<file path="src/hdl/vector_distance_metrics_core_macros.svh">
// Assertion macros for the vector distance core.
// Each macro expects signals named clk and rst_n in the scope of use.
`ifndef VECTOR_DISTANCE_METRICS_CORE_MACROS_SVH
`define VECTOR_DISTANCE_METRICS_CORE_MACROS_SVH

// Same-cycle implication.
`define VDM_ASSERT_NOW(lbl, ante, cons) \
  lbl: assert property (@(posedge clk) disable iff (!rst_n) (ante) |-> (cons)) \
    else $error("vdm check failed");

// Next-cycle implication.
`define VDM_ASSERT_NEXT(lbl, ante, cons) \
  lbl: assert property (@(posedge clk) disable iff (!rst_n) (ante) |=> (cons)) \
    else $error("vdm check failed");

`endif

</file>
<file path="src/hdl/vdm_pkg.sv">
`timescale 1ns / 1ps
// ---------------------------------------------------------------------------
// vdm_pkg
// Shared constants, types and helpers of the vector distance core.
// ---------------------------------------------------------------------------
package vdm_pkg;

  localparam int MAX_DIM = 16384;
  localparam int CNT_W   = $clog2(MAX_DIM + 1);
  localparam int ACC_W   = 48;
  localparam int ROOT_W  = ACC_W / 2;
  localparam int STEPS   = ROOT_W;
  localparam int STEP_W  = $clog2(STEPS);
  localparam int REM_W   = ROOT_W + 3;

  localparam logic [1:0] MET_EUCLID    = 2'd0;
  localparam logic [1:0] MET_INNER     = 2'd1;
  localparam logic [1:0] MET_COSINE    = 2'd2;
  localparam logic [1:0] MET_MANHATTAN = 2'd3;

  localparam logic [ACC_W-1:0] ONE_Q24 = 48'h000001000000;
  localparam logic [ACC_W-1:0] TWO_Q24 = 48'h000002000000;

  typedef struct packed {
    logic [1:0]              metric;
    logic                    overlong;
    logic signed [ACC_W-1:0] main;
    logic [ACC_W-1:0]        norm_a;
    logic [ACC_W-1:0]        norm_b;
  } job_t;

  typedef struct packed {
    logic full;
    logic empty;
  } q_stat_t;

  typedef enum logic [2:0] {
    B_IDLE,
    B_SQRT_A,
    B_SQRT_B,
    B_MUL,
    B_CMP,
    B_DIV,
    B_EMIT
  } back_state_t;

  // Saturating add of a sign-extended term to a 48-bit accumulator.
  function automatic logic [ACC_W-1:0] sat_add(input logic [ACC_W-1:0] acc,
                                               input logic [ACC_W:0]   term);
    logic [ACC_W:0] sum;
    sum = {acc[ACC_W-1], acc} + term;
    if (sum[ACC_W] != sum[ACC_W-1]) begin
      sat_add = sum[ACC_W] ? {1'b1, {(ACC_W-1){1'b0}}} : {1'b0, {(ACC_W-1){1'b1}}};
    end else begin
      sat_add = sum[ACC_W-1:0];
    end
  endfunction

endpackage

</file>
<file path="src/hdl/vdm_front.sv">
`timescale 1ns / 1ps
// ---------------------------------------------------------------------------
// vdm_front
// Accepts element pairs, folds them into saturating accumulators and hands a
// finished vector to the job queue on the last pair.
// ---------------------------------------------------------------------------
module vdm_front (
  input  logic                 clk,
  input  logic                 rst_n,
  input  logic                 in_valid,
  output logic                 in_ready,
  input  logic signed [15:0]   in_a_elem,
  input  logic signed [15:0]   in_b_elem,
  input  logic                 in_last_elem,
  input  logic [1:0]           metric,
  input  vdm_pkg::q_stat_t     q_stat,
  output logic                 push,
  output vdm_pkg::job_t        push_job
);

  logic [vdm_pkg::CNT_W-1:0] cnt_r, cnt_nxt;
  logic [vdm_pkg::ACC_W-1:0] main_r, main_nxt;
  logic [vdm_pkg::ACC_W-1:0] na_r, na_nxt;
  logic [vdm_pkg::ACC_W-1:0] nb_r, nb_nxt;
  logic                      ovl_r, ovl_nxt;

  logic               accept;
  logic signed [16:0] diff;
  logic signed [33:0] sq_diff;
  logic [16:0]        diff_mag;
  logic signed [31:0] prod_ab, prod_aa, prod_bb;
  logic [vdm_pkg::ACC_W:0] main_term;

  assign in_ready = !q_stat.full;
  assign accept   = in_valid && in_ready;

  assign diff     = {in_a_elem[15], in_a_elem} - {in_b_elem[15], in_b_elem};
  assign sq_diff  = diff * diff;
  assign diff_mag = diff[16] ? 17'(-diff) : 17'(diff);
  assign prod_ab  = in_a_elem * in_b_elem;
  assign prod_aa  = in_a_elem * in_a_elem;
  assign prod_bb  = in_b_elem * in_b_elem;

  always_comb begin
    unique case (metric)
      vdm_pkg::MET_EUCLID:    main_term = 49'(sq_diff);
      vdm_pkg::MET_MANHATTAN: main_term = {32'b0, diff_mag};
      default:                main_term = 49'(prod_ab);
    endcase
  end

  always_comb begin
    cnt_nxt  = cnt_r;
    main_nxt = main_r;
    na_nxt   = na_r;
    nb_nxt   = nb_r;
    ovl_nxt  = ovl_r;
    if (!ovl_r) begin
      if (cnt_r >= vdm_pkg::CNT_W'(vdm_pkg::MAX_DIM)) begin
        ovl_nxt = 1'b1;
      end else begin
        cnt_nxt  = cnt_r + 1'b1;
        main_nxt = vdm_pkg::sat_add(main_r, main_term);
        na_nxt   = vdm_pkg::sat_add(na_r, 49'(prod_aa));
        nb_nxt   = vdm_pkg::sat_add(nb_r, 49'(prod_bb));
      end
    end
  end

  assign push              = accept && in_last_elem;
  assign push_job.metric   = metric;
  assign push_job.overlong = ovl_nxt;
  assign push_job.main     = main_nxt;
  assign push_job.norm_a   = na_nxt;
  assign push_job.norm_b   = nb_nxt;

  always_ff @(posedge clk) begin
    if (!rst_n || push) begin
      cnt_r  <= '0;
      main_r <= '0;
      na_r   <= '0;
      nb_r   <= '0;
      ovl_r  <= 1'b0;
    end else if (accept) begin
      cnt_r  <= cnt_nxt;
      main_r <= main_nxt;
      na_r   <= na_nxt;
      nb_r   <= nb_nxt;
      ovl_r  <= ovl_nxt;
    end
  end

endmodule

</file>
<file path="config.mk">
export PLATFORM = sky130hd
export DESIGN_NAME = vdm_front
export DESIGN_NICKNAME = d
export VERILOG_FILES = /design/src/hdl/vector_distance_metrics_core_macros.svh /design/src/hdl/vdm_pkg.sv /design/src/hdl/vdm_front.sv
export SDC_FILE = /design/constraint.sdc
export NUM_CORES = 2
export LEC_CHECK = 0
export BUFFER_PORTS_ARGS = -buffer_cell sky130_fd_sc_hd__buf_4
export CORE_MARGIN = 2
export CORE_UTILIZATION = 66
export DETAILED_ROUTE_END_ITERATION = 10
export PLACE_DENSITY = 0.87
export SYNTH_ARGS = -nofsm -noshare
export SYNTH_HDL_FRONTEND = slang
export SYNTH_SLANG_ARGS = --single-unit
</file>
<file path="constraint.sdc">
create_clock -name clk -period 19.93 [get_ports clk]
set_clock_uncertainty 0.1 [all_clocks]
set_input_delay 1.993 -clock clk [delete_from_list [all_inputs] [get_ports clk]]
set_output_delay 1.993 -clock clk [all_outputs]
set_load 0.02 [all_outputs]
</file>
# Word-level counts from Yosys, hierarchy flattened
# Index checks and enable logic that the tools add are counted.
[classes]
n_addsub = 6
n_mul = 4
n_lt_le_gt_ge = 1
eq_ne = 4
muxes = 16
bitwise = 2
reduce_logical = 7
[op_table]
columns = ["cell", "count"]
rows = [
  ["48-bit 2-to-1 mux", 12],
  ["48-bit by 32-bit adder with 49-bit output", 2],
  ["49-bit one-hot mux with 2 select lines", 1],
  ["16-bit by 16-bit multiplier with 32-bit output", 3],
  ["49-bit adder", 1],
  ["17-bit by 17-bit multiplier with 34-bit output", 1],
  ["17-bit 2-to-1 mux", 1],
  ["17-bit negator", 1],
  ["16-bit by 16-bit subtractor with 17-bit output", 1],
  ["15-bit by 1-bit adder with 15-bit output, second input constant", 1],
  ["15-bit >= comparator, second input constant", 1],
  ["1-bit inequality test", 3],
  ["3-bit AND reduction", 1],
  ["2-bit == test, second input constant", 1],
  ["1-bit logical AND", 2],
  ["1-bit logical NOT", 2],
  ["2-bit logical NOT", 1],
  ["1-bit 2-to-1 mux", 2],
  ["1-bit inverter", 2],
  ["1-bit logical OR", 1],
]
[totals]
reg_bits = 160
in_bits = 40
out_inout_bits = 149
wordCells = 45

# Logic depth before layout (Yosys ltp)
[logic_depth]
ltp_word = 9
ltp_mapped = 51
ltp_nobuf = 46

# Worst setup path after synthesis
# OpenSTA, ideal clock, no wires.
[synth_path]
kind = "input-to-output"
from = "in in_a_elem[0]"
to = "out push_job[111] (netlist bit)"
arrival_ns = 14.173
t_required_ns = 17.837
setup_slack_ns = 3.664
cell_stages = 45
n_path_buf = 7
path_cell_list = "clkbuf_1 clkinv_1 clkbuf_1 ha_1 fa_1 nor2b_1 o31a_1 o41a_1 a31oi_1 o21bai_1 a31oi_1 clkbuf_1 buf_1 nand2_1 fa_1 inv_1 fa_1 fa_1 [... 9 more ...] a41oi_1 o21bai_1 a21oi_1 xnor2_1 o21ai_0 ha_1 clkbuf_1 nand2_1 o21ai_0 nor4b_1 a221o_1 or2_2 o211ai_1 and2_0 clkbuf_1 buf_2 o21ai_0 o21ai_0"
[synth_rtl]
columns = ["element", "line", "source"]
rows = [
  ["from (decl)", "vdm_front.sv:12", "input logic signed [15:0] in_a_elem,"],
  ["to (decl)", "vdm_front.sv:18", "output vdm_pkg::job_t push_job"],
]

==> results.md <==
* Commonest cells in the netlist: inv_1, fa_1, nand2_1
* Site Rows at 107
* # hold bufs at CTS at 0
* Hold path startpoint: main_r[39]$_SDFFE_PP0P_
* Area of the mapped netlist at 56900 sq um
* Mean Syn Cell Area at just under 9 sq um
* Setup bufs post-CTS at 0
* Worst min-delay path class: reg2reg
* Ports at 189
* CP arrival at 15.85 ns
* Reg2Reg Depth at 17
* Core area at 85300 sq um
* Buffers plus inverters on the worst setup path at 12
* Top delay family on crit path: compound AO/OA/AOI/OAI gates
* Area fraction of the dominant cell type after synthesis at 0.428
* Max-cap violations at 0
* Crit path required time at 17.84 ns
* First-pass GRT wire length at 260000 um
* Clk Latency, worst-skew pair at 0.48 ns
* Sink Count at 160
* Peak Freq at approximately 56 MHz
* CP startpoint kind: input port
* Count leader, synth: inv_1
* Number of I/O port buffers at 187
* PostCTS Resize Cnt at 0
* Fin Setup TNS at 0 ns
* CTS tree: yes
* Final min period at 17.95 ns
* Register area share after synthesis at 0.0563
* Synth area leaders: fa_1, ha_1, inv_1
* NumNets Final at 8290
* Yosys reg bits at 160
* Ys Warns at 0
* Min-Delay Path Depth at 2
* Finish-stage setup viols at 0
* Final hold vios at 0
* RSZ-0062 raised after global routing: false
* Synth unique cells at 84
* Main synth FF type: dfxtp_1
* FF-to-FF End: na_r[29]$_SDFFE_PP0P_
* Multiplexer area fraction after synthesis at 0.00798
* CP Capture Type: output port
* Largest family of logic cells by synthesized area: adder cells
* Slew of the pin with the lowest slew margin at ~1.2 ns
* Post-synth EDFFs at 0
* All-layer global routing usage at 0.372
* Wire length per cell at 20.8 um
* Initial Util at 0.668
* Antenna-violating nets left at 0
* Vias in the first global route at 49600
* DR pass1 iterations at 6
* Die Y at 298 um
* Post-synthesis compound-gate area fraction at 0.128
* DRT Wirelength at between 150000 and 200000 um
* GR Overflow Total at 0
* Adder-Cell Fraction of Synth Area at 0.548
* Die area at about 89000 sq um
* Vias per inst at 6.07
* Setup CP Type: in2out
* Worst hold path endpoint: main_r[39]$_SDFFE_PP0P_
* DRT iter0 DRCs at 4062
* Clock transition at path regs at 0.08 ns
* Share of cells above drive strength 1 at 0.0570
* Htree depth at 4
* Crit-path max cell delay at 0.82 ns
* Outcome: finished clean
* FFs w/ async S/R, synth at 0
* Max-slew violations at 0
* DRC viols at 0
* Synth Area in Simple Gates at 0.112
* Largest net degree at the start of global routing at 105
* Synth Area in XOR/XNOR at 0.0366
* Final Cycle Share at 0.901
* DPL Wire Length at roughly 130000 um
* Syn Nets at 8294
* Worst R2R Start: na_r[15]$_SDFFE_PP0P_
* RePlAce Congestion at approximately 1
* Via count at 46400
* CTS root buf: clkbuf_16
* R2R setup slack at 12.77 ns
* CP max FO at 26
* Relative slew slack at 0.190
* CP max-delay cell: o21ai_1
* Post-Synthesis Cells at 6498
* Area delta synth->final at 5.15%
* Clk buf depth at 2
* Die width at 298 um
* Synth area leader: fa_1
* Antenna violations before repair at 5
* CTS buffer count at 17
## metrics by stage
stage	setup slack, ns	area (sq um)	hold slack, ns	util	instances
after floorplan	3.66	56900	0.337	-	6498
after global placement	2.53	59200	0.370	0.695	7619
after detailed placement	2.38	59200	0.381	0.695	7619
after CTS	2.27	59900	0.391	0.702	7651
after global routing	1.27	59900	0.411	0.702	7654
final	1.98	59900	0.390	0.702	7656
## placed cells by master, fill, tap and decap left out, types with 15 or more instances in the layout
cell type / instances
and3_1: 22
nor2b_1: 25
xor2_1: 85
fa_1: 1216
clkbuf_16: 17
a211oi_1: 39
o21ai_0: 340
o31ai_1: 16
xnor2_1: 150
o21a_1: 37
a22o_1: 54
a21oi_1: 334
a31oi_1: 35
a21o_1: 87
nand2_1: 680
inv_1: 1386
nand3_1: 69
and2_1: 94
buf_4: 240
nor2_1: 371
dfxtp_1: 160
nand4_1: 41
or3_1: 15
nor3_1: 53
o211ai_1: 21
a21boi_0: 15
mux2_2: 35
o21bai_1: 35
ha_1: 538
nand2b_1: 44
## registers in the layout, summed over array words and instances, names as in the netlist
register	count
nb_r	48
cnt_r	15
ovl_r	1
main_r	48
na_r	48
## worst min-delay path, stage by stage, from the launching register on
cell and delay (ns):
dfxtp_1 0.33, nand2_1 0.05, o21ai_0 0.06
## kinds of logic after synthesis
kind of cell / count (synthesis)
and+or+nand+nor: 1463
adders and majority gates: 1763
DFF: 160
xor gates and xnor gates: 238
AOI/OAI and AO/OA: 1163
muxes: 41
buffers and inverters: 1670
## per-layer routing
metal	vias up	routed length (um)	global-route usage
met5	-	13	0
met4	2	10100	0.203
met3	616	17700	0.0815
met2	2599	73200	0.588
met1	22800	58500	0.481
li1	20400	-	-
## how the worst max path moves through the flow
stage	cells past startpoint	slack, ns	to	startpoint
detailed placement	46	2.38	push_job[111]	in_a_elem[1]
CTS	46	2.27	push_job[111]	in_a_elem[1]
global placement	39	2.53	push_job[111]	in_b_elem[6]
global route	46	1.27	push_job[111]	in_a_elem[1]
floorplan	45	3.66	push_job[111]	in_a_elem[0]
finish	46	1.98	push_job[111]	in_b_elem[6]
## final cells by class
class	count	area, sq um
Tap cell	1144	1430
Multi-Input combinational cell	4668	47500
Fill cell	6271	25400
Clock inverter	15	191
Inverter	1406	5280
Sequential cell	160	3200
Clock buffer	17	425
Timing Repair Buffer	241	1820
Antenna cell	5	12.5
Power is not shown: default switching activity piles up to over one toggle a cycle in this logic, so the estimate is an artifact.
