<file path="src/hdl/vector_distance_metrics_core_macros.svh">
// Assertion macros for the vector distance core.
// Each macro expects signals named clk and rst_n in the scope of use.
`ifndef VECTOR_DISTANCE_METRICS_CORE_MACROS_SVH
`define VECTOR_DISTANCE_METRICS_CORE_MACROS_SVH

// Same-cycle implication.
`define VDM_ASSERT_NOW(lbl, ante, cons) \
  lbl: assert property (@(posedge clk) disable iff (!rst_n) (ante) |-> (cons)) \
    else $error("vdm check failed");

// Next-cycle implication.
`define VDM_ASSERT_NEXT(lbl, ante, cons) \
  lbl: assert property (@(posedge clk) disable iff (!rst_n) (ante) |=> (cons)) \
    else $error("vdm check failed");

`endif

</file>
<file path="src/hdl/vdm_pkg.sv">
`timescale 1ns / 1ps
// ---------------------------------------------------------------------------
// vdm_pkg
// Shared constants, types and helpers of the vector distance core.
// ---------------------------------------------------------------------------
package vdm_pkg;

  localparam int MAX_DIM = 16384;
  localparam int CNT_W   = $clog2(MAX_DIM + 1);
  localparam int ACC_W   = 48;
  localparam int ROOT_W  = ACC_W / 2;
  localparam int STEPS   = ROOT_W;
  localparam int STEP_W  = $clog2(STEPS);
  localparam int REM_W   = ROOT_W + 3;

  localparam logic [1:0] MET_EUCLID    = 2'd0;
  localparam logic [1:0] MET_INNER     = 2'd1;
  localparam logic [1:0] MET_COSINE    = 2'd2;
  localparam logic [1:0] MET_MANHATTAN = 2'd3;

  localparam logic [ACC_W-1:0] ONE_Q24 = 48'h000001000000;
  localparam logic [ACC_W-1:0] TWO_Q24 = 48'h000002000000;

  typedef struct packed {
    logic [1:0]              metric;
    logic                    overlong;
    logic signed [ACC_W-1:0] main;
    logic [ACC_W-1:0]        norm_a;
    logic [ACC_W-1:0]        norm_b;
  } job_t;

  typedef struct packed {
    logic full;
    logic empty;
  } q_stat_t;

  typedef enum logic [2:0] {
    B_IDLE,
    B_SQRT_A,
    B_SQRT_B,
    B_MUL,
    B_CMP,
    B_DIV,
    B_EMIT
  } back_state_t;

  // Saturating add of a sign-extended term to a 48-bit accumulator.
  function automatic logic [ACC_W-1:0] sat_add(input logic [ACC_W-1:0] acc,
                                               input logic [ACC_W:0]   term);
    logic [ACC_W:0] sum;
    sum = {acc[ACC_W-1], acc} + term;
    if (sum[ACC_W] != sum[ACC_W-1]) begin
      sat_add = sum[ACC_W] ? {1'b1, {(ACC_W-1){1'b0}}} : {1'b0, {(ACC_W-1){1'b1}}};
    end else begin
      sat_add = sum[ACC_W-1:0];
    end
  endfunction

endpackage

</file>
<file path="src/hdl/vdm_back.sv">
`timescale 1ns / 1ps
// ---------------------------------------------------------------------------
// vdm_back
// Finishes one vector: shared bit-serial square root, one multiply and a
// bit-serial divide for the cosine, then the registered result.
// ---------------------------------------------------------------------------
module vdm_back (
  input  logic                    clk,
  input  logic                    rst_n,
  input  vdm_pkg::q_stat_t        q_stat,
  input  vdm_pkg::job_t           head_job,
  output logic                    pop,
  output logic                    out_valid,
  input  logic                    out_ready,
  output logic signed [47:0]      out_distance,
  output logic                    out_status
);

  localparam int AW = vdm_pkg::ACC_W;
  localparam int RW = vdm_pkg::ROOT_W;

  vdm_pkg::back_state_t state_r, state_nxt;
  vdm_pkg::job_t        job_r;

  logic [vdm_pkg::STEP_W-1:0] step_r;
  logic [AW-1:0]              sq_x_r;
  logic [RW-1:0]              sq_root_r, root_nxt, ra_r, rb_r;
  logic [vdm_pkg::REM_W-1:0]  sq_rem_r, rem_shift, rem_nxt, trial;
  logic [AW-1:0]              den_r, mag_r;
  logic [AW:0]                drem_r, drem_shift, drem_nxt;
  logic [RW:0]                q_r, q_nxt;
  logic [AW-1:0]              res_r;

  logic          out_valid_r;
  logic [AW-1:0] out_dist_r;
  logic          out_status_r;

  logic          last_step, out_free, load_out, mag_ge;
  logic          head_direct;
  logic [AW-1:0] head_res;

  assign last_step = step_r == vdm_pkg::STEP_W'(vdm_pkg::STEPS - 1);
  assign out_free  = !out_valid_r || out_ready;
  assign mag_ge    = mag_r >= den_r;

  // One root digit per cycle from the top two bits of the radicand.
  assign rem_shift = {sq_rem_r[vdm_pkg::REM_W-3:0], sq_x_r[AW-1:AW-2]};
  assign trial     = {1'b0, sq_root_r, 2'b01};
  always_comb begin
    if (rem_shift >= trial) begin
      rem_nxt  = rem_shift - trial;
      root_nxt = {sq_root_r[RW-2:0], 1'b1};
    end else begin
      rem_nxt  = rem_shift;
      root_nxt = {sq_root_r[RW-2:0], 1'b0};
    end
  end

  // One quotient bit per cycle.
  assign drem_shift = {drem_r[AW-1:0], 1'b0};
  always_comb begin
    if (drem_shift >= {1'b0, den_r}) begin
      drem_nxt = drem_shift - {1'b0, den_r};
      q_nxt    = {q_r[RW-1:0], 1'b1};
    end else begin
      drem_nxt = drem_shift;
      q_nxt    = {q_r[RW-1:0], 1'b0};
    end
  end

  // Results that need no iteration.
  always_comb begin
    head_direct = 1'b1;
    head_res    = head_job.main;
    if (head_job.overlong) begin
      head_res = '0;
    end else begin
      unique case (head_job.metric)
        vdm_pkg::MET_EUCLID: begin
          head_res    = '0;
          head_direct = head_job.main[AW-1] || head_job.main == '0;
        end
        vdm_pkg::MET_COSINE: begin
          head_res    = vdm_pkg::ONE_Q24;
          head_direct = head_job.norm_a == '0 || head_job.norm_b == '0;
        end
        default: head_res = head_job.main;
      endcase
    end
  end

  always_comb begin
    state_nxt = state_r;
    unique case (state_r)
      vdm_pkg::B_IDLE:
        if (!q_stat.empty) begin
          state_nxt = head_direct ? vdm_pkg::B_EMIT : vdm_pkg::B_SQRT_A;
        end
      vdm_pkg::B_SQRT_A:
        if (last_step) begin
          state_nxt = (job_r.metric == vdm_pkg::MET_EUCLID) ? vdm_pkg::B_EMIT
                                                            : vdm_pkg::B_SQRT_B;
        end
      vdm_pkg::B_SQRT_B:
        if (last_step) begin
          state_nxt = vdm_pkg::B_MUL;
        end
      vdm_pkg::B_MUL: state_nxt = vdm_pkg::B_CMP;
      vdm_pkg::B_CMP: state_nxt = mag_ge ? vdm_pkg::B_EMIT : vdm_pkg::B_DIV;
      vdm_pkg::B_DIV:
        if (last_step) begin
          state_nxt = vdm_pkg::B_EMIT;
        end
      vdm_pkg::B_EMIT:
        if (out_free) begin
          state_nxt = vdm_pkg::B_IDLE;
        end
      default: state_nxt = vdm_pkg::B_IDLE;
    endcase
  end

  always_comb begin
    pop      = (state_r == vdm_pkg::B_IDLE) && !q_stat.empty;
    load_out = (state_r == vdm_pkg::B_EMIT) && out_free;
  end

  always_ff @(posedge clk) begin
    if (!rst_n) begin
      state_r <= vdm_pkg::B_IDLE;
    end else begin
      state_r <= state_nxt;
    end
  end

  always_ff @(posedge clk) begin
    unique case (state_r)
      vdm_pkg::B_IDLE: begin
        job_r     <= head_job;
        res_r     <= head_res;
        step_r    <= '0;
        sq_root_r <= '0;
        sq_rem_r  <= '0;
        sq_x_r    <= (head_job.metric == vdm_pkg::MET_COSINE) ? head_job.norm_a
                                                              : head_job.main;
      end
      vdm_pkg::B_SQRT_A, vdm_pkg::B_SQRT_B: begin
        step_r    <= step_r + 1'b1;
        sq_root_r <= root_nxt;
        sq_rem_r  <= rem_nxt;
        sq_x_r    <= {sq_x_r[AW-3:0], 2'b00};
        if (last_step) begin
          step_r    <= '0;
          sq_root_r <= '0;
          sq_rem_r  <= '0;
          sq_x_r    <= job_r.norm_b;
          if (state_r == vdm_pkg::B_SQRT_A) begin
            ra_r  <= root_nxt;
            res_r <= {{(AW-RW){1'b0}}, root_nxt};
          end else begin
            rb_r <= root_nxt;
          end
        end
      end
      vdm_pkg::B_MUL: begin
        den_r <= ra_r * rb_r;
        mag_r <= job_r.main[AW-1] ? AW'(-job_r.main) : job_r.main;
      end
      vdm_pkg::B_CMP: begin
        res_r  <= job_r.main[AW-1] ? vdm_pkg::TWO_Q24 : '0;
        drem_r <= {1'b0, mag_r};
        q_r    <= '0;
        step_r <= '0;
      end
      vdm_pkg::B_DIV: begin
        step_r <= step_r + 1'b1;
        drem_r <= drem_nxt;
        q_r    <= q_nxt;
        if (last_step) begin
          res_r <= job_r.main[AW-1] ? vdm_pkg::ONE_Q24 + AW'(q_nxt)
                                    : vdm_pkg::ONE_Q24 - AW'(q_nxt);
        end
      end
      default: begin
      end
    endcase
  end

  always_ff @(posedge clk) begin
    if (!rst_n) begin
      out_valid_r <= 1'b0;
    end else if (load_out) begin
      out_valid_r <= 1'b1;
    end else if (out_ready) begin
      out_valid_r <= 1'b0;
    end
  end

  always_ff @(posedge clk) begin
    if (load_out) begin
      out_dist_r   <= res_r;
      out_status_r <= job_r.overlong;
    end
  end

  assign out_valid    = out_valid_r;
  assign out_distance = out_dist_r;
  assign out_status   = out_status_r;

endmodule

</file>
<file path="config.mk">
export PLATFORM = sky130hd
export DESIGN_NAME = vdm_back
export DESIGN_NICKNAME = d
export VERILOG_FILES = /design/src/hdl/vector_distance_metrics_core_macros.svh /design/src/hdl/vdm_pkg.sv /design/src/hdl/vdm_back.sv
export SDC_FILE = /design/constraint.sdc
export NUM_CORES = 2
export LEC_CHECK = 0
export BUFFER_PORTS_ARGS = -buffer_cell sky130_fd_sc_hd__buf_2
export CORE_MARGIN = 3
export CORE_UTILIZATION = 55
export CTS_BUF_LIST = sky130_fd_sc_hd__clkbuf_4
export DETAILED_ROUTE_END_ITERATION = 12
export GPL_TIMING_DRIVEN = 0
export PLACE_DENSITY = 0.7
export SLEW_MARGIN = 30
export SYNTH_ARGS = -nofsm -noshare
export SYNTH_HDL_FRONTEND = slang
export SYNTH_SLANG_ARGS = --single-unit
</file>
<file path="constraint.sdc">
create_clock -name clk -period 11.95 [get_ports clk]
set_input_delay 1.195 -clock clk [delete_from_list [all_inputs] [get_ports clk]]
set_output_delay 1.195 -clock clk [all_outputs]
set_load 0.05 [all_outputs]
</file>
======== After elaboration in Yosys (flattened, before gate mapping) ========
Index checks and enable logic that the tools add are counted.
storage, ports and cells
  bits in registers ....................... 518
  word-level logic and storage cells ...... 107
  input port bits ......................... 152
  output and inout bits ................... 51
operators by class
  bitwise operators ....................... 1
  muxes and demuxes ....................... 37
  reduce and logical (&&, ||, !) cells .... 24
  equal/unequal tests ..................... 15
  add/sub/neg operators ................... 6
  multipliers ............................. 1
  magnitude comparators ................... 3
operators with widths
  kind                      number
  $mux W48                  8
  $pmux W48 S2              3
  $pmux W48 S4              1
  $logic_not A48 Y1         3
  $pmux W24 S2              2
  $mux W25                  2
  $pmux W25 S2              1
  $ge A49 B48 Y1            1
  $ge A48 B48 Y1            1
  $mul A24 B24 Y48          1
  $neg A48 Y48              1
  $sub A48 B48 Y48          1
  $mux W47                  1
  $ge A27 B26 Y1            1
  $add A25 B25 Y26 const A  1
  $mux W26                  1
  $sub A25 B25 Y26 const A  1
  $sub A25 B25 Y25          1
  $mux W24                  1
  $mux W3                   7
  $pmux W3 S7               1
  $pmux W5 S3               1
  $ne A2 B2 Y1 const B      7
  $eq A3 B3 Y1 const B      3
  22 further kinds          36

======== Depth between registers and ports, before layout ========
  depth in word-level cells ............... 7
  gate-level depth with buffers ........... 27
  depth with buffers taken out ............ 26

======== Worst setup path after synthesis ========
Ideal clock, no wire load.
  kind .................................... flip-flop to flip-flop
  start ................................... reg state_r[1]
  end ..................................... reg den_r[0] (enable)
  setup time .............................. 0.668 ns
  required time ........................... 11.282 ns
  stages on the path, launching flop included .. 3
  arrival time ............................ 7.073 ns
  setup slack ............................. 4.209 ns
  path buffers ............................ 0
  cells stage by stage .................... dfxtp_1 > inv_1 > nor3_1
between the ends
  word-level cells in the longest chain between the ends .. 1
RTL lines
  element                 RTL line         source
  start, declared         vdm_back.sv:22   vdm_pkg::back_state_t state_r, state_nxt;
  start signal, assigned  vdm_back.sv:129  state_r <= vdm_pkg::B_IDLE;
  start signal, assigned  vdm_back.sv:131  state_r <= state_nxt;
  $eq A3 B2 Y1            vdm_back.sv:136  unique case (state_r)
  end signal, assigned    vdm_back.sv:165  den_r <= ra_r * rb_r;
  end, declared           vdm_back.sv:29   logic [AW-1:0] den_r, mag_r;
Every way passes these cells.
A chain may end at the register's enable or synchronous reset.

======== Worst setup path in the final report ========
  start ................................... reg ra_r[11]
  end ..................................... reg den_r[44] (data pin)
between the ends
  word-level cells in the longest chain between the ends .. 1
RTL lines
  element                 RTL line         source
  start, declared         vdm_back.sv:27   logic [RW-1:0] sq_root_r, root_nxt, ra_r, rb_r;
  start signal, assigned  vdm_back.sv:157  ra_r <= root_nxt;
  $mul A24 B24 Y48        vdm_back.sv:165
Every way passes these cells.

==> metrics.md <==
| Metric | Value |
|---|---|
| Num CTS Buffers | `141` |
| Hold Worst Slack | `roughly 0.42 ns` |
| Final TNS setup | `0 ns` |
| # rows | `around 100` |
| Clk_skew | `around 0.1 ns` |
| I/O Buffers | `about 200` |
| Crit path from | `ra_r[11]` |
| CP Capture Type | `register` |
| Layout cell share with drive strength beyond 1 | `0.0989` |
| Starting Density | `0.559` |
| Max-slew violation count | `0` |
| Synth warn | `0` |
| Die width | `around 300 um` |
| Crit share post-route | `0.779` |
| Crit path DAT | `9.93 ns` |
| Count of different cell masters after synthesis | `73` |
| Post-synthesis sequential area ratio | `0.343` |
| Die Span Y | `about 290 um` |
| CTS Root Cell | `clkbuf_4` |
| Met3 wire length | `roughly 16000 um` |
| Synth top area cells | `edfxtp_1, fa_1, ha_1, inv_1, and2_1` |
| Vias | `~36k` |
| Hold_buf cts | `0` |
| Post-synth top cells | `inv_1, nand2_1, edfxtp_1` |
| Clock tree sinks | `518` |
| CTS tree | `yes` |
| Setup violators final | `0` |
| Post-synth EDFFs | `between 500 and 600` |
| Leakage power | `approximately 22 nW` |
| Fin crit period | `9.30 ns` |
| Mapped cell area | `45300 um2` |
| Vias per cell | `between 5 and 6` |
| Ports | `~200` |
| Min-Delay Path Class | `in -> reg` |
| Footprint of the multi-input gates | `26500 um2` |
| GPL Wtd Cong | `approximately 1.0` |
| Outcome | `finished, final reports clean` |
| Synth Instances | `around 4.4k` |
| Most frequent cell after synthesis | `inv_1` |
| Initial drt markers | `approximately 3.8k` |
| Max Clk Rate | `0.107 GHz` |
| Clk slew on worst S/H paths | `~0.060 ns` |
| First-pass GRT wire length | `215000 um` |
| DP HPWL | `between 100000 and 150000 um` |
| Top layer in use | `met5` |
| Hold Startpoint | `head_job[26]` |
| Max Root-Sink Buffers | `3` |
| Hold Violations, Final | `0` |
| Avg Cell Area, Syn | `approximately 10 um2` |
| Worst r2r src | `ra_r[11]` |
| Top-area cell type share of the netlist area | `0.341` |
| Max-cap violations | `0` |
| # fillers | `roughly 7.0k` |
| Kind of critical path | `reg -> reg` |
| CP max FO | `10` |
| Routed length on met1 | `~55000 um` |
| FF+latch area | `15500 um2` |
| Slew headroom | `0.296` |
| Ys flop type | `edfxtp_1` |
| Syn_nets | `roughly 5.4k` |
| Async SR Flop Fraction | `0` |
| Residual DRC | `0` |
| Tot GR Track Use | `0.336` |
| Clock latency on the worst-skew pair | `a little under 1 ns` |
| PwrDens | `~170 nW/um2` |
| WL per Instance | `23.9 um` |
| Total grt overflow | `0` |
| # H-tree levels | `4` |
| Area leader, netlist | `edfxtp_1` |
| First-pass DRT Iterations | `7` |
| Core footprint | `81100 um2` |
| Vias in the first global route | `roughly 36k` |
| Largest net degree at the start of global routing | `53` |
| Slew @ Worst Pin | `1.06 ns` |
| Antenna Nets Post-Route | `0` |
| Initial antenna violation count | `11` |
| Crit start category | `register` |
| Final WL | `143000 um` |
| # Post-CTS Setup Buffers | `0` |
| Synth-to-layout area growth | `10.1%` |
| Data required time of the critical path | `about 13 ns` |
| Die area | `around 86000 um2` |
| Met2 WL | `about 64000 um` |
| Layout net count | `around 5.7k` |
| FF+latch count, synth | `just over 500` |
| Post-CTS sizing | `0` |
| RSZ-0062 raised after global routing | `false` |
| VDD IR max | `0.179 mV` |
==> critical path, cell delays in order (launching register included) <==
cell      delay [ns]
edfxtp_1        0.65
clkbuf_1        0.84
nand2_1         0.18
fa_1            0.58
inv_1           0.05
fa_1            0.52
inv_1           0.05
fa_1            0.50
inv_1           0.06
fa_1            0.50
inv_1           0.05
fa_1            0.48
inv_1           0.06
fa_1            0.54
inv_1           0.06
fa_1            0.53
inv_1           0.06
ha_1            0.38
a21oi_1         0.18
a21oi_1         0.11
o311ai_0        0.54
a31oi_1         0.40
and3_1          0.31
o21ai_0         0.57
o21ai_0         0.33
a21o_1          0.24
a21oi_1         0.18
xnor2_1         0.09
==> metrics by stage <==
step,cell area [um2],instances,utilization,total power [mW],setup WS (ns)
6_report,49900,5970,0.615,8.37,2.65
5_1_grt,49900,5969,0.615,8.84,2.44
4_1_cts,49800,5964,0.615,8.33,2.97
3_5_place_dp,48100,5726,0.593,6.71,3.03
3_3_place_gp,47600,5697,0.587,6.65,1.40
2_1_floorplan,45300,4436,-,5.56,4.21
==> cell usage in the layout (no fill, tap or decap), drive strengths merged, types with 14 or more instances in the layout <==
cell type / n
inv: 679
nand2: 515
edfxtp: 514
fa: 483
clkbuf: 390
and2: 324
ha: 299
buf: 244
a21oi: 179
nor2: 156
o21ai: 153
xnor2: 116
a21o: 103
a31oi: 70
a211oi: 63
nor2b: 61
nor3: 49
nor4: 48
nand4: 47
xor2: 41
nand3: 38
clkinv: 33
o21a: 25
nand2b: 23
mux2i: 22
o21bai: 19
o31ai: 19
or4: 15
a22oi: 14
==> logic make-up after synthesis <==
logic type	after synthesis	share of synthesized area
AND/OR/NAND/NOR	1330	0.147
buffers and inverters	882	0.0732
adder cells (fa/ha/maj)	782	0.296
AO/OA/AOI/OAI	742	0.106
flip-flops	518	0.343
XOR/XNOR	157	0.0304
multiplexers	25	0.00561
==> metal layers <==
metal,global-route usage,up-vias
met1,0.449,17600
met3,0.0888,383
met4,0.153,6
met2,0.517,1987
met5,0,-
li1,-,15700
==> flip-flops by register name, summed over array words and instances, names as in the netlist, 5 cells and up <==
name	flops
den_r	48
drem_r	48
job_r	99
mag_r	48
out_distance	48
q_r	24
ra_r	24
rb_r	24
res_r	48
sq_rem_r	25
sq_root_r	24
sq_x_r	48
step_r	5
==> final timing paths <==
| path | to | slack (ns) | depth (start not counted) |
|---|---|---|---|
| worst min-delay path | job_r[26] | 0.42 | 1 |
| worst max register to register | den_r[44] | 2.65 | 27 |
| worst min register to register | out_distance[28] | 0.42 | 0 |
| worst max-delay path | den_r[44] | 2.65 | 27 |
==> area by class of cell <==
type / count / share of cell area
diodes: 5 / 0.000251
well taps: 1060 / 0.0266
multi-input cells: 3036 / 0.532
clock buffers: 194 / 0.0292
inverters: 673 / 0.0508
flip-flops and latches: 518 / 0.311
plain buffers: 209 / 0.0159
clock inverters: 44 / 0.00602
repair buffers: 231 / 0.0284
==> power by group <==
part	switching, mW	internal [mW]	total, mW	leakage, nW
sequential	0.377	2.93	3.31	5.00
combinational	2.28	1.18	3.46	16.2
clock	0.819	0.788	1.61	1.03
total	3.48	4.90	8.37	22.2
No activity file was read; power rests on OpenSTA's default activity.
