**config.mk**
```make
export PLATFORM = sky130hd
export DESIGN_NAME = vdm_fifo
export DESIGN_NICKNAME = d
export VERILOG_FILES = /design/src/hdl/vector_distance_metrics_core_macros.svh /design/src/hdl/vdm_pkg.sv /design/src/hdl/vdm_fifo.sv
export SDC_FILE = /design/constraint.sdc
export NUM_CORES = 1
export LEC_CHECK = 0
export BUFFER_PORTS_ARGS = -buffer_cell sky130_fd_sc_hd__buf_4
export CAP_MARGIN = 10
export CORE_MARGIN = 3
export CORE_UTILIZATION = 56
export CTS_CLUSTER_DIAMETER = 40
export DETAILED_ROUTE_END_ITERATION = 10
export GPL_TIMING_DRIVEN = 0
export PLACE_DENSITY = 0.84
export REMOVE_ABC_BUFFERS = 1
export SLEW_MARGIN = 20
export SYNTH_ARGS = -nofsm -noshare
export SYNTH_HDL_FRONTEND = slang
export SYNTH_SLANG_ARGS = --single-unit
```
**constraint.sdc**
```tcl
create_clock -name clk -period 12.1 [get_ports clk]
set_input_delay 1.21 -clock clk [delete_from_list [all_inputs] [get_ports clk]]
set_output_delay 1.21 -clock clk [all_outputs]
set_load 0.1 [all_outputs]
```
**src/hdl/vector_distance_metrics_core_macros.svh**
```systemverilog
// Assertion macros for the vector distance core.
// Each macro expects signals named clk and rst_n in the scope of use.
`ifndef VECTOR_DISTANCE_METRICS_CORE_MACROS_SVH
`define VECTOR_DISTANCE_METRICS_CORE_MACROS_SVH

// Same-cycle implication.
`define VDM_ASSERT_NOW(lbl, ante, cons) \
  lbl: assert property (@(posedge clk) disable iff (!rst_n) (ante) |-> (cons)) \
    else $error("vdm check failed");

// Next-cycle implication.
`define VDM_ASSERT_NEXT(lbl, ante, cons) \
  lbl: assert property (@(posedge clk) disable iff (!rst_n) (ante) |=> (cons)) \
    else $error("vdm check failed");

`endif

```
**src/hdl/vdm_pkg.sv**
```systemverilog
`timescale 1ns / 1ps
// ---------------------------------------------------------------------------
// vdm_pkg
// Shared constants, types and helpers of the vector distance core.
// ---------------------------------------------------------------------------
package vdm_pkg;

  localparam int MAX_DIM = 16384;
  localparam int CNT_W   = $clog2(MAX_DIM + 1);
  localparam int ACC_W   = 48;
  localparam int ROOT_W  = ACC_W / 2;
  localparam int STEPS   = ROOT_W;
  localparam int STEP_W  = $clog2(STEPS);
  localparam int REM_W   = ROOT_W + 3;

  localparam logic [1:0] MET_EUCLID    = 2'd0;
  localparam logic [1:0] MET_INNER     = 2'd1;
  localparam logic [1:0] MET_COSINE    = 2'd2;
  localparam logic [1:0] MET_MANHATTAN = 2'd3;

  localparam logic [ACC_W-1:0] ONE_Q24 = 48'h000001000000;
  localparam logic [ACC_W-1:0] TWO_Q24 = 48'h000002000000;

  typedef struct packed {
    logic [1:0]              metric;
    logic                    overlong;
    logic signed [ACC_W-1:0] main;
    logic [ACC_W-1:0]        norm_a;
    logic [ACC_W-1:0]        norm_b;
  } job_t;

  typedef struct packed {
    logic full;
    logic empty;
  } q_stat_t;

  typedef enum logic [2:0] {
    B_IDLE,
    B_SQRT_A,
    B_SQRT_B,
    B_MUL,
    B_CMP,
    B_DIV,
    B_EMIT
  } back_state_t;

  // Saturating add of a sign-extended term to a 48-bit accumulator.
  function automatic logic [ACC_W-1:0] sat_add(input logic [ACC_W-1:0] acc,
                                               input logic [ACC_W:0]   term);
    logic [ACC_W:0] sum;
    sum = {acc[ACC_W-1], acc} + term;
    if (sum[ACC_W] != sum[ACC_W-1]) begin
      sat_add = sum[ACC_W] ? {1'b1, {(ACC_W-1){1'b0}}} : {1'b0, {(ACC_W-1){1'b1}}};
    end else begin
      sat_add = sum[ACC_W-1:0];
    end
  endfunction

endpackage

```
**src/hdl/vdm_fifo.sv**
```systemverilog
`timescale 1ns / 1ps
// ---------------------------------------------------------------------------
// vdm_fifo
// Two-entry job queue between the accumulating front and the back unit.
// ---------------------------------------------------------------------------
module vdm_fifo (
  input  logic              clk,
  input  logic              rst_n,
  input  logic              push,
  input  vdm_pkg::job_t     push_job,
  input  logic              pop,
  output vdm_pkg::job_t     head_job,
  output vdm_pkg::q_stat_t  q_stat
);

  vdm_pkg::job_t mem_r [2];
  logic       wr_ptr_r, wr_ptr_nxt;
  logic       rd_ptr_r, rd_ptr_nxt;
  logic [1:0] cnt_r, cnt_nxt;

  assign q_stat.full  = cnt_r == 2'd2;
  assign q_stat.empty = cnt_r == 2'd0;
  assign head_job     = mem_r[rd_ptr_r];

  always_comb begin
    wr_ptr_nxt = wr_ptr_r ^ push;
    rd_ptr_nxt = rd_ptr_r ^ pop;
    cnt_nxt    = cnt_r + {1'b0, push} - {1'b0, pop};
  end

  always_ff @(posedge clk) begin
    if (!rst_n) begin
      wr_ptr_r <= 1'b0;
      rd_ptr_r <= 1'b0;
      cnt_r    <= 2'd0;
    end else begin
      wr_ptr_r <= wr_ptr_nxt;
      rd_ptr_r <= rd_ptr_nxt;
      cnt_r    <= cnt_nxt;
    end
  end

  always_ff @(posedge clk) begin
    if (push) begin
      mem_r[wr_ptr_r] <= push_job;
    end
  end

endmodule

```
==> Word-level counts from Yosys, hierarchy flattened <==
Memories as Yosys holds them, arrays and structs flattened. A register that Yosys moved wholly into a read port is not among the register bits.
Cells that the tools add are included.
{ "op_classes": {"n_div": 0, "n_reduce_logical": 1, "eq_ne": 1, "n_mux": 3, "bitwise_logic": 2, "shifts": 0, "magnitude_cmp": 0, "mul": 0, "add_sub_neg": 2} }
{ "op_table": {"columns": ["operator", "n"], "rows": [
  ["$mux W1", 3],
  ["$add A2 B1 Y2", 1],
  ["$eq A2 B2 Y1 const B", 1],
  ["$logic_not A2 Y1", 1],
  ["$sub A2 B1 Y2", 1],
  ["$xor A1 B1 Y1", 2]
]} }
{ "totals": {"mem_bits_rw": 294, "inputBits": 151, "latchBits": 0, "romBits": 0, "out_inout_bits": 149, "word_cells": 13, "regBits": 4, "memories": 1} }
{ "mem_list": {"columns": ["name", "depth", "width", "read_ports", "rd_ports_with_merged_regs", "wr", "line_no", "text"], "rows": [
  ["mem_r", 2, 147, 1, 1, 1, "vdm_fifo.sv:16", "vdm_pkg::job_t mem_r [2];"]
]} }

==> Longest topological paths before layout <==
Gate-level depths: netlist of run 1.
{ "depth": {"ltp_word": 2, "ltp_mapped": 6, "mapped_depth_nobuf": 6} }

==> Worst setup path before layout of run 1 <==
No wires, ideal clock.
{ "synth_timing": {"path_kind": "input port to flip-flop", "startpoint": "input push", "endpoint": "memory mem_r[0][0] (netlist bit) (enable)", "path_stages": 1, "setup_ps": 525, "arrival_time_ps": 4641, "path_slack_ps": 6934, "required_ps": 11575, "n_path_buf": 0, "cell_sequence": "ha_1"} }
{ "synth_between": {"elab_chain_len": 2} }
{ "synth_lines": {"columns": ["element", "line_no", "text"], "rows": [
  ["start: declaration", "vdm_fifo.sv:9", "input logic push,"],
  ["$mux W1", "vdm_fifo.sv:44", "if (push) begin"],
  ["$mux W1 (not written as such)", "vdm_fifo.sv:45", "mem_r[wr_ptr_r] <= push_job;"],
  ["end: declaration", "vdm_fifo.sv:16", null]
]} }
No other way between the ends.

==> results.txt, run 1 <==
The flow ran to the end, and the final reports show no timing, DRC or antenna violations. Fraction of registers with async set/reset: 0%. TritonCTS built the clock tree. The routed design has 22570 µm of wire.

The tools report the headroom to the max-slew limit as 49.10%. The synthesized design contains 294 enable-type register cells. The congestion estimate from routability-driven global placement came to 0.7469.

Ranked by total cell area, the synthesized netlist is headed by edfxtp_1, mux2_2, buf_6, dfxtp_1, ha_1. After synthesis, the mean cell area works out to 22.79 µm². The final antenna-violating net count was 0. Counting every instance in the synthesized netlist gives 478. The final route contains 5655 vias.

The worst setup path is captured at an output pin. The tools report the number of pins with negative max-slew slack in the final report as 0. Of the available clock period, the critical path in the final layout requires 28.68%.

The horizontal extent of the die works out to 145.5 µm. The floorplan step defined a die boundary enclosing 0.02116 mm². Post-CTS timing repair inserted 0 buffers for setup. For this design the top-level I/O count stands at 300.

For the maximum number of pins on one net before global-route repair, the log shows 58. In this run the vertical extent of the chip is 145.5 µm. The run gives 10.89 ns as the required time at the worst-slack endpoint. The start-to-end type of the worst setup path is flop to output pin.

In the final routed layout, each cell accounts on average for 20.81 µm. On the worst path, the slowest cell contributes a delay of 0.75 ns. For the core box area, the log shows 0.01889 mm². The run gives 0 as the final global-route overflow total. Once placement finished, the instance area stood at 0.01348 mm². The wire length of the first global-routing pass was 34690 µm; the pre-CTS worst setup slack was 9.132 ns.

The antenna diode count is 0. Clock tree synthesis inserted a total of 35 buffers. Across all hold checks on the routed design, the worst slack comes to 0.5953 ns.

The slowest stage of the critical path is the dfxtp_4 cell. The Yosys step of the flow raised 0 warnings. Counting every sink on the clock net gives 299. Global routing used 21.06% of the available tracks. The finished cells cover 0.01462 mm². The leading area contributor after synthesis was edfxtp_1.

Sequential cells account for 41.8% of the total power. For this block, the initial DRC count from the detailed router was 248. At the pin with the least slew margin, the transition time is 0.7636 ns. edfxtp_1 is the most common cell in the netlist. Gates resized during post-CTS repair numbered 0.

For the hold buffer count at CTS, the log shows 0. Across the routed clock network, the largest skew measured is 0.009500 ns. The tools report the launching element type of the critical path as a flop. Of the total power, the clock network draws 34.8%.

The tools report the number of global-route vias before repair as 6317. For the number of antenna violations at the first check in global routing, the log shows 0. The clock slew seen by the registers of the worst setup and hold paths is 0.05 ns.

The worst path meets setup with 8.630 ns of slack. For the finished layout, the period the worst path requires is 3.470 ns. For the setup TNS, the log shows 0 ns. Relative to the synthesized area, the layout overhead comes to 34.19%.

CTS built an H-tree with a depth of 2. Setup repair after global routing left no endpoint under its margin. Flip-flop cell with the highest count after synthesis: edfxtp_1.

The number of different library cells used by synthesis comes to 12. Total of buffers placed on input and output ports: 299. The logs give 0.01089 mm² for the area of the mapped netlist and 23.4% for the combinational fraction of design power. Cell internal power was estimated by the tool at 2.019 mW. The final-report setup violation count was 0; the fraction of power spent switching nets was 31.49%. The detailed placer's ending HPWL is 14650 µm. The number of hold-slack violations in the final timing report was 0. Top cell type's share of synthesized area: 81.06%. The library cell used as clock root buffer is clkbuf_16. The power density over cell area works out to 201.6 mW/mm².

The tools report the sequential fraction of the synthesis area as 81.98%. For this run, design rule violations remaining after detail routing come to 0. Traced cell by cell, the critical path runs through buf_16, mux2_2, buf_4. Largest buffer count on any clock path: 3. After the last flow step, the layout net total stands at 959. The fraction of final layout cells sized beyond drive strength 1 was 61.09%. The analysis attributes to cell leakage a power of 5.488 nW. For the clock latency reported for the late side of the worst-skew pair, the log shows 0.50 ns. Vias per cell: 5.212.

Counting instances in the post-synthesis netlist gives the leading cell types as edfxtp_1, mux2_2, buf_6. The row count is 50, and the highest fanout seen on the critical path is 57. Across the VDD grid, the largest voltage drop is 171.3 µV.

Derived from the worst setup path, the maximum achievable clock frequency is 0.2882 GHz. Before antenna repair, the detailed router went through 4 iterations. The classification of the worst-slack hold path was flop to flop. The switching power came out at 0.9280 mW.

The initial core utilization is 57.65%, and the number of synthesized register bits is 299. The endpoint arrival time on the critical path was 2.26 ns; the max capacitance violation total was 0.
-- state kept, by name, summed over array words and instances (netlist names), named ones only --
signal / count
cnt_r: 2
mem_r: 294
wr_ptr_r: 1
rd_ptr_r: 1
-- worst max-delay path, delay by kind of cell (launching register included) --
kind | cells | cell delay, ns
multiplexers | 1 | 0.39
flip-flops | 1 | 0.75
buffers and inverters | 2 | 0.58
-- power by group through the flow --
stage / Clock [mW] / Combinational (mW) / Sequential (mW)
global route: 1.09 / 0.710 / 1.24
CTS: 1.05 / 0.694 / 1.23
detailed placement: 0 / 0.690 / 1.25
floorplan: 0 / 0.519 / 1.26
finish: 1.03 / 0.690 / 1.23
global placement: 0 / 0.671 / 1.27
-- stage by stage --
step / total power [mW] / cells / utilization [%]
after floorplan: 1.782 / 462 / -
after global placement: 1.944 / 1021 / 70.33
after detailed placement: 1.943 / 1027 / 71.36
after CTS: 2.973 / 1085 / 77.36
after global routing: 3.038 / 1085 / 77.36
final: 2.947 / 1085 / 77.36
-- cell type report --
class	instances	area [µm²]
Clock buffer	42	944.7
Clock inverter	16	188.9
Fill cell	1054	4278
Multi-Input combinational cell	160	1803
Timing Repair Buffer	305	2410
Sequential cell	299	8932
Inverter	3	11.26
Tap cell	260	325.3
-- cell families after synthesis --
group / count (synthesis) / share of synthesized area [%]
xor gates and xnor gates: 2 / 0.2872
adders and majority gates: 4 / 0.4595
and+or+nand+nor: 7 / 0.3791
DFF: 299 / 81.98
buffers and inverters: 19 / 1.700
muxes: 147 / 15.20
-- layout by cell type (no fill, tap or decap), drive strengths merged --
cell	n
and2	3
buf	305
bufinv	4
clkbuf	42
clkinv	9
clkinvlp	1
dfxtp	5
edfxtp	294
ha	4
inv	5
mux2	147
nor2	1
nor2b	3
xnor3	1
xor2	1
-- final timing paths --
check,start,endpoint,depth (start not counted),slack [ns]
max,flop,head_job[18],3,8.63
min,rd_ptr_r$_SDFF_PN0_,flop,2,0.60
max reg2reg,wr_ptr_r$_SDFF_PN0_,mem_r[0][141]$_DFFE_PP_,3,10.31
min reg2reg,rd_ptr_r$_SDFF_PN0_,flop,2,0.60
-- layer usage --
layer	routed length [µm]	global-route usage [%]	part of all wire, %
met1	8108	23.73	36
met2	11630	36.71	52
met3	2019	7.537	8.9
met4	818	8.547	3.6
met5	0	0	0
Power figures use the tool's default switching activity.
==> run 2: changes to the inputs <==
--- a/config.mk
+++ b/config.mk
@@ -8,11 +8,11 @@
 export BUFFER_PORTS_ARGS = -buffer_cell sky130_fd_sc_hd__buf_4
 export CAP_MARGIN = 10
 export CORE_MARGIN = 3
-export CORE_UTILIZATION = 56
+export CORE_UTILIZATION = 47
 export CTS_CLUSTER_DIAMETER = 40
 export DETAILED_ROUTE_END_ITERATION = 10
 export GPL_TIMING_DRIVEN = 0
-export PLACE_DENSITY = 0.84
+export PLACE_DENSITY = 0.75
 export REMOVE_ABC_BUFFERS = 1
 export SLEW_MARGIN = 20
 export SYNTH_ARGS = -nofsm -noshare
==> constraint.sdc (replaced) <==
create_clock -name clk -period 2.8 [get_ports clk]
set_input_delay 0.28 -clock clk [delete_from_list [all_inputs] [get_ports clk]]
set_output_delay 0.28 -clock clk [all_outputs]
set_load 0.1 [all_outputs]
==> run 2 against run 1 <==
Against the previous run:
- sequential power grew to 4.3 times the previous value
- register-to-register slack worse by 9.6 ns
- clock power rose to 4.7 times the previous value
- clock skew is 0.0057 ns higher
- routed wire length rose by 9.2%
- flip-flop and latch count did not move
- final cell count rose by 17%
- utilization is 5.6 points lower
- critical path type unchanged
- largest cell class unchanged
- largest power group unchanged
==> results.txt, run 2 (synthesis gave the netlist of run 1 again) <==
The logs give 2 for the maximum level of the CTS H-tree and 53.64% for the headroom to the max-slew limit. The fmax was 0.3861 GHz. During placement, the flow inserted port buffers numbering 299. Power density over cell area: 818.2 mW/mm².

The signal on the critical path passes through buf_16, mux2_2, buf_4. In this run the core area contains 55 standard-cell rows. The number of flip-flops under the largest register name is 294, and the height of the die is 158.2 µm. The critical path runs through a total of 3 cells. At the later pin of the worst-skew pair, clock insertion delay measures 0.50 ns. Registers take 0.008932 mm². Buffers inserted to repair hold after CTS numbered 148.

The worst setup path is launched from a flop. From synthesis to final layout, the design area changed by 49.67%. The critical path contains buffers and inverters numbering 2 combined. The classification of the worst-slack hold path is input pin to flop.

The number of nets in the finished design was 1112; the number of placed instances, taps included was 1054. The library cells used most frequently in the layout, excluding fill and tap cells, are buf_4, edfxtp_1, dlygate4sd3_1. Endpoint arrival time on the critical path: 2.31 ns. For the number of global-route vias before repair, the log shows 7013. The type of destination of the critical path is an output pin.

The number of clock buffers added by TritonCTS is 38. Setup violations remaining at the end of the flow were counted as 0. In the finished design, the share of the clock period the worst path needs comes to 92.51%. In this run the horizontal extent of the chip is 158.2 µm.

The run gives 0 as the final antenna-violating net count. Number of pins with negative max-slew slack in the final report: 0. The number of filler cells placed in the layout is 1359, and the initial core utilization is 47.96%. The fraction of final layout cells sized beyond drive strength 1 is 52.59%. The core box area is 0.02271 mm², and the total vias in the final route is 6200. For the worst setup path, the data required time is 2.52 ns.

At the pin with the least slew margin, the transition time is 0.6954 ns. The number of cells in the finished layout apart from fillers is 1272, and the max capacitance violation total is 0. The worst-case IR drop observed on VDD is 632.8 µV. Highest fanout seen on the critical path: 51. The biggest cell delay along the critical path was 0.81 ns. The worst hold path begins at pop. The setup TNS was 0 ns; the maximum number of pins on one net before global-route repair was 52. No sink is reached through more buffers than the 3 on the longest clock path. For this design the static power due to leakage is 6.173 nW. The I/O pin count is 300, and the number of hold-slack violations in the final timing report is 0. Worst-case reg-to-reg path depth: 5. The logs give 0 for the number of antenna violations at the first check in global routing and 0 for the count of cells resized by post-cts repair. The first detailed-routing pass ran for 4 iterations. Dividing the detail-routed wire length by the instance count gives 19.38 µm. The detailed router finished its first iteration with 233 violations. The multi-input combinational cells in the finished layout cover a total of 0.001803 mm².

On the critical path the largest part of the delay comes from flip-flops. In this run the cell area measured after placement is 0.01354 mm². The detailed placer's ending HPWL came out at 14350 µm. The global-route total usage across every layer was 18.87%. The run finished with clean final reports. TritonCTS built the clock tree.

The run gives 36540 µm as the wire length of the first global-routing pass. Clock tree synthesis selected as its root buffer the cell clkbuf_16. The smallest clock period supported by the final layout is computed as 2.590 ns. In the final layout, the registers with the most flip-flops are mem_r x294, cnt_r x2.

Wires add up to 24650 µm. Clock-pin slew was measured on the worst setup and hold paths at 0.06 ns. On the final layout, the worst clock skew is 0.01520 ns. The start-to-end type of the worst setup path was flop to output pin. Setup repair after global routing left no endpoint under its margin. Final global-route overflow total: 0. After detailed routing, the number of remaining DRC violations is 0. Leaving out fill and tap cells, the most frequent cell in the layout is buf_4. The clock sink count is 299, and the final instance area is 0.01630 mm². Floorplan die area: 0.02504 mm².

In the routed layout, each cell is associated on average with a via count of 4.874. Ranked by flip-flop count, first place goes to mem_r. The slowest stage of the critical path is the dfxtp_4 cell. The placer's final routability congestion estimate was 0.7438; the setup fix buffers added after clock tree synthesis was 0. Launch point of the worst reg-to-reg path: wr_ptr_r$_SDFF_PN0_. The hold path depth is 3.
-- run 2: final timing paths --
path / end / slack (ns)
max: head_job[90] / 0.21
min: flop / 0.12
max reg2reg: mem_r[0][1]$_DFFE_PP_ / 0.69
min reg2reg: flop / 0.61
-- run 2: cell type report --
type,instances,area share (%)
Antenna cell,2,0.03070
Clock buffer,42,6.056
Clock inverter,26,1.781
Inverter,3,0.06908
Multi-Input combinational cell,160,11.06
Sequential cell,299,54.79
Tap cell,285,2.187
Timing Repair Buffer,455,24.02
-- run 2: tightest hold or removal path, stage by stage --
cell and delay (ns):
buf_4 0.09, xor2_1 0.06, and2_1 0.14
-- run 2: routing by layer --
metal  GRT usage, %  wire length [µm]  vias up
li1               -                 -     2868
met1          20.58              9005     3043
met2          35.00             13260      248
met3          5.878              1829       41
met4          5.858               560        0
met5              0                 0        -
-- run 2: report_power, final --
part	switching, mW	leakage, nW	internal [mW]
clock	1.82	0.609	3.03
sequential	0.0953	2.80	5.23
combinational	2.30	2.76	0.869
total	4.21	6.17	9.13
-- run 2: metrics by stage --
| step | util, % | power (mW) | hold WS [ns] | setup slack, ns |
|---|---|---|---|---|
| 6_report | 71.79 | 13.34 | 0.1173 | 0.2098 |
| 5_1_grt | 71.76 | 13.74 | 0.1042 | 0.09917 |
| 4_1_cts | 71.76 | 13.42 | 0.09775 | 0.1747 |
| 3_5_place_dp | 59.61 | 8.393 | 0.4676 | 0.6466 |
| 3_3_place_gp | 58.65 | 8.407 | 0.4645 | -3.420 |
| 2_1_floorplan | - | 7.699 | 0.3789 | -1.944 |
==> run 3: changes to the inputs <==
--- a/config.mk
+++ b/config.mk
@@ -5,6 +5,7 @@
 export SDC_FILE = /design/constraint.sdc
 export NUM_CORES = 1
 export LEC_CHECK = 0
+export ABC_AREA = 1
 export BUFFER_PORTS_ARGS = -buffer_cell sky130_fd_sc_hd__buf_4
 export CAP_MARGIN = 10
 export CORE_MARGIN = 3
==> run 3 against run 2 <==
Against the previous run:
- utilization is 0.16 points higher
- flip-flop and latch count stayed put
- sequential share of layout area is 0.12 points lower
- die area hardly changed
- power is 1.6% higher
- first-iteration DRC count is 8.2% higher
==> results.txt, run 3 <==
The flow ran to the end, and the final reports show no timing, DRC or antenna violations. Fraction of registers with async set/reset: 0%. The fraction of power spent switching nets came out at 30.70%.

The slowest stage of the critical path belongs to the cell dfxtp_4. The register with the most flip-flops in the final layout is mem_r. The number of hold-slack violations in the final timing report is 0. The logs give 6986 for the number of global-route vias before repair and 299 for the clock sink count. For this design the ratio of total power to cell area is 829.2 mW/mm². The headroom to the max-slew limit is 58.59%, and the number of nets in the finished design is 1119. The tools report the placer's final routability congestion estimate as 0.7480.

The library cell used as clock root buffer is clkbuf_16. The combined buffer and inverter count along the critical path was 2; the transition at the pin with the smallest max-transition slack was 0.6211 ns. For the maximum number of pins on one net before global-route repair, the log shows 58. The run gives 0.01351 mm² as the cell area after placement. In this run the number of H-tree levels came out at 2. The height of the die was 158.2 µm; the final wirelength was 25290 µm. During I/O placement, the number of pins put on the boundary was 300. The vias per cell came out at 4.926.

The first routing iteration left 252 violations. The register-to-register path setup slack was 1.09 ns; the number of synthesized flops with an enable pin was 294. The top cell type's share of synthesized area works out to 81.07%. Flip-flop cell with the highest count after synthesis: edfxtp_1. Cell with the most instances after synthesis: edfxtp_1. In this run the critical register-to-register path is launched from wr_ptr_r$_SDFF_PN0_.

The region available for standard cell placement spans 0.02271 mm². The total vias in the final route is 6286. TritonCTS built the clock tree. The total of buffers placed on input and output ports is 299.

The highest fanout seen on the critical path was 56; the total number of yosys warnings was 0. The later pin in the worst-skew pair is clocked with a latency of 0.51 ns. The number of hold buffers added after CTS was 148. The final critical delay including setup and external delays was 2.521 ns; the max capacitance violation total was 0. The worst-case reg-to-reg path depth was 3. Counting instances, the worst hold path has a depth of 3.

The tools report the worst hold path startpoint as pop. Leaving out fill and tap cells, the most frequent cell in the layout is buf_4. For the switching power, the log shows 4.159 mW. The launching element type of the critical path was a flop.

The number of synthesized register bits was 299. The netlist uses 12 different library cells. The endpoint of the worst register-to-register path is mem_r[0][81]$_DFFE_PP_. VDD sags by at most 625.2 µV. The register with the most flip-flops in the layout has 294 of them.

Setup repair after global routing left no endpoint under its margin. The share of the Yosys chip area taken by registers is 81.99%. In the global route stage, overall resource usage came out at 19.49%.

For the final database, setup skew stands at 0.01880 ns. The leakage power summed over all cells was 6.213 nW; the number of pins with negative max-slew slack in the final report was 0. Gates resized during post-CTS repair numbered 0.

The sequential group share of total power was 39.3%; the final-report setup violation count was 0. STA puts the critical path data required time at 2.52 ns. TritonCTS created 39 clock buffers. The tools report the first-pass iteration count of the detailed router as 4. In the layout the commonest cells are buf_4, edfxtp_1, dlygate4sd3_1. Averaged over all synthesized cells, the footprint is 22.41 µm². Clock-pin slew was measured on the worst setup and hold paths at 0.06 ns. For the area of the mapped netlist, the log shows 0.01089 mm². The classification of the worst-slack hold path was input pin to flop. After layout, the worst path uses 90.03% of the clock period. Synthesis produced 486 cells. Sorting the synthesized cells by area gives the leading types as edfxtp_1, mux2_2, buf_6, dfxtp_1, ha_1.

The final global-route overflow total is 0, and the final instance area is 0.01634 mm². For the setup TNS, the log shows 0 ns. Counting instances in the post-synthesis netlist gives the leading cell types as edfxtp_1, mux2_2, buf_6. Fill cells in the final layout number 1364. The run gives 0 as the antenna diode count. In this run the remaining antenna-violating nets after routing total 0. The detailed placer's ending HPWL was 14420 µm.

At the worst endpoint, the arrival time is 2.24 ns. The first global-routing pass estimated 37480 µm of wire. The leading area contributor after synthesis was edfxtp_1.

After layout, the design draws a total of 13.55 mW. Relative to the synthesized area, the layout overhead comes to 50.02%. The floorplan die area was 0.02503 mm²; the horizontal extent of the die was 158.2 µm. The tools report the number of antenna violations at the first check in global routing as 0. The start-to-end type of the worst setup path is flop to output pin.

Across all hold checks on the routed design, the worst slack comes to 0.07866 ns. The logs give 37.6% for the relative contribution of the clock network to total power and 0.3967 GHz for the fmax. Combinational logic burns 23.2% of the power. The logs give 0 for the setup fix buffers added after clock tree synthesis and 47.96% for the initial core utilization. The critical path goes through buf_16, mux2_2, buf_4. The remaining design rule violation count is 0.

Counting along the longest clock path gives a buffer depth of 3. The average routed wire per standard cell came out at 19.82 µm. STA classifies the critical path endpoint as an output pin. In the final layout, the registers with the most flip-flops are mem_r x294, cnt_r x2.

Biggest cell delay along the critical path: 0.70 ns. The fraction of final layout cells sized beyond drive strength 1 is 51.77%. The kind of cell with the highest combined delay along the critical path is flip-flops. The internal power component was 9.388 mW.

Row generation in the floorplan step produced 55 rows.
[run 3: cell types whose count changed in the layout (fill, tap and decap cells not counted), sizes merged, moves of 2 or more]
cell	previous run	this run
nor2b	3	0
nand2	0	4
clkinvlp	6	3
diode	2	0
buf	307	305
nor2	1	6
clkbuf	42	46
bufinv	5	7
and2	3	0
[run 3: worst reg2reg max path, stage by stage, from the launching register on]
cell	delay, ns
dfxtp_1	0.33
inv_1	0.09
ha_4	0.52
buf_16	0.40
[run 3: cells by family after synthesis]
| family | synth area share [%] |
|---|---|
| DFF | 81.99 |
| muxes | 15.20 |
| buffers and inverters | 1.838 |
| and+or+nand+nor | 0.3905 |
| adders and majority gates | 0.4596 |
| AOI/OAI and AO/OA | 0.04591 |
| xor gates and xnor gates | 0.08044 |
[run 3: how the worst max path moves through the flow]
stage	start	end	slack, ns	depth (start not counted)
after floorplan	flop	head_job[0]	-1.94	1
after global placement	flop	head_job[82]	-3.50	2
after detailed placement	flop	head_job[94]	0.81	3
after CTS	flop	head_job[94]	0.27	3
after global routing	flop	head_job[53]	0.19	3
final	flop	head_job[54]	0.28	3
[run 3: stage by stage]
step | setup slack [ns] | utilization (%) | cells
detailed placement | 0.8140 | 59.50 | 1060
global route | 0.1913 | 71.94 | 1276
floorplan | -1.944 | - | 470
CTS | 0.2659 | 71.94 | 1276
finish | 0.2792 | 71.94 | 1276
global placement | -3.502 | 58.64 | 1054
[run 3: power groups by stage]
stage	logic, mW	clock network [mW]	registers [mW]
2_1_floorplan	2.22	0	5.45
4_1_cts	3.14	5.16	5.31
3_5_place_dp	2.95	0	5.40
5_1_grt	3.23	5.39	5.34
3_3_place_gp	2.87	0	5.50
6_report	3.14	5.09	5.32
[run 3: area by class of cell]
cell class              instances  area, µm²  share of cell area, %
clock buffers                  46       1045                  6.395
clock inverters                22      300.3                  1.838
well taps                     285      356.6                  2.183
repair buffers                453       3891                  23.82
flip-flops and latches        299       8932                  54.67
multi-input cells             164       1787                  10.94
inverters                       7      26.28                 0.1608
[run 3: per-layer routing]
layer  part of all wire, %  up-vias  GRT usage [%]
met4                   2.6        0          6.391
met1                    36     3098          21.14
met5                     0        -              0
li1                      -     2887              -
met2                    55      239          36.06
met3                   7.1       62          6.178
